==> src/hw/rtl/bpra_pkg.sv <==
// ----------------------------------------------------------------------------
// bpra_pkg
// Shared types and constants of the bitmap page range allocator.
// ----------------------------------------------------------------------------
package bpra_pkg;

  localparam int CNT_W = 13;   // page counts, hints, register widths
  localparam int VW    = 17;   // internal position arithmetic
  localparam int OFS_W = 20;
  localparam int ENT_W = 21;
  localparam int IDX_W = 2;
  localparam int ORD_W = 4;
  localparam int ST_W  = 2;

  localparam logic [CNT_W-1:0] LARGE_RUN_MIN = 13'd16;

  localparam logic [OFS_W-1:0] RST_OFFSET   = 20'd0;
  localparam logic [CNT_W-1:0] RST_ENTRIES  = 13'd4096;
  localparam logic [CNT_W-1:0] RST_HALF     = 13'd3072;
  localparam logic [CNT_W-1:0] RST_BLOCK    = 13'd16;

  localparam logic [IDX_W-1:0] REG_OFFSET  = 2'd0;
  localparam logic [IDX_W-1:0] REG_ENTRIES = 2'd1;
  localparam logic [IDX_W-1:0] REG_HALF    = 2'd2;
  localparam logic [IDX_W-1:0] REG_BLOCK   = 2'd3;

  localparam logic [ST_W-1:0] STAT_OK      = 2'd0;
  localparam logic [ST_W-1:0] STAT_ZERO    = 2'd1;
  localparam logic [ST_W-1:0] STAT_NOSPACE = 2'd2;
  localparam logic [ST_W-1:0] STAT_BADFREE = 2'd3;

  typedef struct packed {
    logic [OFS_W-1:0] offset;
    logic [CNT_W-1:0] size;   // entries in use, capped at the table depth
    logic [CNT_W-1:0] half;   // region boundary, capped at size
    logic [CNT_W-1:0] block;
  } cfg_t;

endpackage

==> src/hw/rtl/bpra_cfg.sv <==
// ----------------------------------------------------------------------------
// bpra_cfg
// Configuration registers and the effective table size and region boundary.
// ----------------------------------------------------------------------------
module bpra_cfg import bpra_pkg::*; #(
  parameter int TABLE_DEPTH = 4096
) (
  input  logic             clk,
  input  logic             rst,
  input  logic             cfg_write,
  input  logic [IDX_W-1:0] cfg_index,
  input  logic [OFS_W-1:0] cfg_data,
  output cfg_t             cfg
);

  localparam logic [VW-1:0] DEPTH_V = VW'(TABLE_DEPTH);

  logic [OFS_W-1:0] offset;
  logic [CNT_W-1:0] entries;
  logic [CNT_W-1:0] half;
  logic [CNT_W-1:0] block;
  logic [CNT_W-1:0] size;

  always_ff @(posedge clk) begin
    if (rst) begin
      offset  <= RST_OFFSET;
      entries <= RST_ENTRIES;
      half    <= RST_HALF;
      block   <= RST_BLOCK;
    end else if (cfg_write) begin
      case (cfg_index)
        REG_OFFSET:  offset  <= cfg_data;
        REG_ENTRIES: entries <= cfg_data[CNT_W-1:0];
        REG_HALF:    half    <= cfg_data[CNT_W-1:0];
        REG_BLOCK:   block   <= cfg_data[CNT_W-1:0];
        default: ;
      endcase
    end
  end

  always_comb begin
    size = (VW'(entries) > DEPTH_V) ? DEPTH_V[CNT_W-1:0] : entries;
  end

  always_ff @(posedge clk) begin
    cfg.offset <= offset;
    cfg.size   <= size;
    cfg.half   <= (half > size) ? size : half;
    cfg.block  <= block;
  end

endmodule
==> config.mk <==
export PLATFORM = sky130hd
export DESIGN_NAME = bpra_cfg
export DESIGN_NICKNAME = d
export VERILOG_FILES = /design/src/hw/rtl/bpra_pkg.sv /design/src/hw/rtl/bpra_cfg.sv
export SDC_FILE = /design/constraint.sdc
export NUM_CORES = 1
export LEC_CHECK = 0
export BUFFER_PORTS_ARGS = -buffer_cell sky130_fd_sc_hd__buf_2
export CAP_MARGIN = 20
export CORE_MARGIN = 2
export CORE_UTILIZATION = 40
export DETAILED_ROUTE_END_ITERATION = 16
export PLACE_DENSITY = 0.72
export SYNTH_ARGS = -nofsm -noshare
export SYNTH_HDL_FRONTEND = slang
export SYNTH_SLANG_ARGS = --single-unit
==> constraint.sdc <==
create_clock -name clk -period 2.8 [get_ports clk]
set_clock_uncertainty 0.05 [all_clocks]
set_input_delay 0.7 -clock clk [delete_from_list [all_inputs] [get_ports clk]]
set_output_delay 0.7 -clock clk [all_outputs]
set_load 0.02 [all_outputs]
After elaboration in Yosys (flattened, before gate mapping)
Cells that the tools add are included.
{"block": "word_totals", "reg_bits": 118, "in_bits": 25, "output_inout_bits": 59}
{"block": "classes", "n_lt_le_gt_ge": 2, "n_eq_ne": 3, "n_mux": 2, "n_reduce_logical": 5}
{"cell": "$mux W13", "n": 2}
{"cell": "$gt A13 B13 Y1", "n": 1}
{"cell": "$gt A13 B13 Y1 const B", "n": 1}
{"cell": "$reduce_and A2 Y1", "n": 4}
{"cell": "$eq A2 B2 Y1 const B", "n": 2}
{"cell": "$eq A2 B1 Y1 const B", "n": 1}
{"cell": "$logic_not A2 Y1", "n": 1}

Longest topological paths before layout
{"block": "depth", "depth_word": 4, "depth_mapped": 10, "ltp_nobuf": 8}

Worst setup path after synthesis
OpenSTA, ideal clock, no wires.
{"block": "synth_path", "path_type": "reg2reg", "startpoint": "register entries[12]", "endpoint": "register cfg[15] in the netlist's numbering", "setup_time_ns": 0.121, "t_arrival_ns": 2.395, "slack_ns": 0.234, "stages_incl_launch_ff": 11, "n_path_buf": 2, "path_cell_list": "dfxtp_1 -> inv_1 -> clkbuf_1 -> nand2_1 -> ha_1 -> a21oi_1 -> a21boi_0 -> o21ba_2 -> o41ai_4 -> buf_6 -> mux2_2"}
{"block": "synth_via", "elab_chain_len": 4}
{"item": "start: declaration", "line_no": "bpra_cfg.sv:19", "rtl": "logic [CNT_W-1:0] entries;"}
{"item": "start signal: assignment", "line_no": "bpra_cfg.sv:33", "rtl": "REG_ENTRIES: entries <= cfg_data[CNT_W-1:0];"}
{"item": "$gt A13 B13 Y1", "line_no": "bpra_cfg.sv:42", "rtl": "size = (VW'(entries) > DEPTH_V) ? DEPTH_V[CNT_W-1:0] : entries;"}
{"item": "$mux W13 *", "line_no": "bpra_cfg.sv:42"}
{"item": "$gt A13 B13 Y1", "line_no": "bpra_cfg.sv:48", "rtl": "cfg.half <= (half > size) ? size : half;"}
{"item": "$mux W13 *", "line_no": "bpra_cfg.sv:48"}
{"item": "end: declaration", "line_no": "bpra_cfg.sv:13", "rtl": "output cfg_t cfg"}
Mark *: on every way between the ends. The rest lies on a longest branch, timed or not.
A chain may end at the register's enable or synchronous reset.

Worst setup path after layout
{"block": "layout_path", "startpoint": "register entries[12]", "endpoint": "register cfg[21] in the netlist's numbering"}
The elaborated chain is that of the path after synthesis.

==> impl_metrics.tcl <==
set metrics [dict create \
    rows 35 \
    dp_slack_ps 178 \
    design_area_um2 4990 \
    min_path_cells 0 \
    cts_max_path_buffers 2 \
    p_leak_nw 2.24 \
    layout_setup_ws_ps 139 \
    tightest_slew_ps 538 \
    setup_violations 0 \
    synth-seq-area-share_pct 62.2 \
    final_cell_mix "nand2_1 (131), dfxtp_1 (118), buf_2 (83)" \
    syn_nets 433 \
    htree_levels 4 \
    cts-root-buf "clkbuf_8" \
    initial_core_util_pct 41.1 \
    dpl_cell_area_um2 4340 \
    drc_errors 0 \
    diodes 0 \
    hold_violations 0 \
    clkSinkCount 118 \
    required_ps 3140 \
    fin_cells 624 \
    path_depth 9 \
    ctsResizeCount 0 \
    postCtsSetupBuffers 0 \
    place_hpwl_um 5740 \
    peakVddDrop_mv 0.486 \
    overflow 0 \
    grt_max_degree 24 \
    first_pass_iters 4 \
    finalCritPeriodShare_pct 95.0 \
    grt_setup_unrepaired "false" \
    cap_violations 0 \
    io_pins 84 \
    syn-cell-area_um2 3800 \
    die_h_um 101 \
    grt_pass1_vias 2866 \
    max_stage_delay_ps 400 \
    clock_latency_ps 500 \
    fin_setup_tns_ps 0 \
    detail_route.vias_per_cell 4.66 \
    core_um2 9240 \
    end_kind "flop" \
    ff2ff_path_depth 9 \
    grt_pass1_wl_um 13500 \
    timing.slew.headroom_pct 64.1 \
    path_buf_inv 2 \
    path_cells "clkinvlp_4 -> nand2_1 -> ha_1 -> a21oi_1 -> a21boi_0 -> o21ba_2 -> o41ai_4 -> buf_4 -> mux2_2" \
    fin_nets 520 \
    antenna_found_initial 0 \
    gp_congestion 0.872 \
    final_layout_size_suffix_gt1_share_pct 27.7 \
    synth.avg_cell_area_um2 9.61 \
    synth_warnings 0 \
    start_kind "flop" \
    finalMaxSlewViolations 0 \
    crit_fanout 13 \
    area_delta_synth_final_pct 31.4 \
    cts_tree "done" \
    critPathTopFamily "compound AO/OA/AOI/OAI gates" \
    grt_util_all_layers_pct 17.1 \
    yosys_register_bits 118 \
    io_buffers 83 \
    cts_buffers 17 \
    vias 2906 \
    power.density_nw_per_um2 867 \
    period_minus_slack_ps 2660 \
    clkTransAtPathRegs_ps 60 \
    hp-class "flop to flop" \
    synthCells 395 \
    timing.fmax_ghz 0.376 \
    status "finished clean" \
    layout_commonest_cell "nand2_1" \
    die_area_um2 10300 \
    dp.cells 592 \
    total_power_w 0.00432 \
    slowest_stage "dfxtp_1" \
    critical_path_class "flop to flop" \
    worstPathArrival_ps 3000 \
    drt-initial-drc-count 106 \
    drtAntennaViolNets 0 \
    detail_route.wl_per_cell_um 13.3 \
    wirelength_um 8300 \
    synth_cell_types 27 \
    die_w_um 101 \
    cts_hold_buf 0 \
]
-- path summary, 6_finish.rpt --
path	startpoint	to	slack (ps)
max	entries[12]$_SDFFE_PP1P_	cfg[21]$_DFF_P_	140
min	offset[4]$_SDFFE_PP0P_	cfg[43]$_DFF_P_	300
max reg2reg	entries[12]$_SDFFE_PP1P_	cfg[21]$_DFF_P_	140
min reg2reg	offset[4]$_SDFFE_PP0P_	cfg[43]$_DFF_P_	300
-- power by group --
group	switching (W)	internal [W]	total (W)
Combinational	0.000140	0.0000831	0.000224
Sequential	0.0000250	0.00174	0.00176
Clock	0.000710	0.00163	0.00234
Total	0.000876	0.00345	0.00432
-- synthesized netlist by cell type (all sizes together) --
master	instances	area share (%)
nand4	3	0.49
nand3	2	0.26
o21ai	1	0.13
nor3b	1	0.20
a21boi	1	0.20
ha	13	4.3
or2	1	0.16
a211o	1	0.23
buf	1	0.30
nor2	2	0.20
nor3	1	0.13
clkbuf	20	2.0
a21oi	58	7.6
mux2	13	3.9
dfxtp	118	62
and3	1	0.16
nand2	131	13
o21bai	1	0.20
inv	13	1.3
o41ai	1	0.72
nor2b	2	0.33
nand3b	4	0.79
nor4	1	0.16
or3b	1	0.23
o21a	2	0.40
and3b	1	0.23
o21ba	1	0.26
-- cells by family after synthesis --
| kind of cell | Yosys count | share of synthesized area [%] |
|---|---|---|
| compound gates | 66 | 9.79 |
| buf+inv | 34 | 3.56 |
| mux | 13 | 3.86 |
| flops | 118 | 62.2 |
| fa+ha+maj | 13 | 4.28 |
| simple gates | 151 | 16.3 |
-- worst register-to-register path, stage by stage (launching register included) --
cell	delay, ps
dfxtp_1	400
clkinvlp_4	240
nand2_1	140
ha_1	270
a21oi_1	140
a21boi_0	110
o21ba_2	260
o41ai_4	330
buf_4	260
mux2_2	360
-- cell type report --
type | count | area (um2)
Tap cell | 129 | 161
Inverter | 13 | 52.6
Clock inverter | 8 | 168
Multi-Input combinational cell | 243 | 1310
Fill cell | 851 | 4250
Clock buffer | 24 | 480
Sequential cell | 118 | 2360
Timing Repair Buffer | 89 | 460
-- metrics by stage --
step	hold slack, ps	util [%]
after CTS	300	54.0
after floorplan	281	-
final	299	54.0
after global routing	301	54.0
after global placement	284	46.9
after detailed placement	287	46.9
-- flip-flops by register name, indices dropped and copies added (netlist names) --
| signal | count |
|---|---|
| entries | 13 |
| half | 13 |
| cfg | 59 |
| block | 13 |
| offset | 20 |
-- layer usage --
metal / up-vias / GRT usage [%] / wire [um]
met5: - / 0 / 0
met4: 0 / 9.36 / 164
met3: 16 / 4.55 / 385
met1: 1342 / 21.5 / 3800
li1: 1459 / - / -
met2: 89 / 26.9 / 3950
No activity file was read; power rests on OpenSTA's default activity.
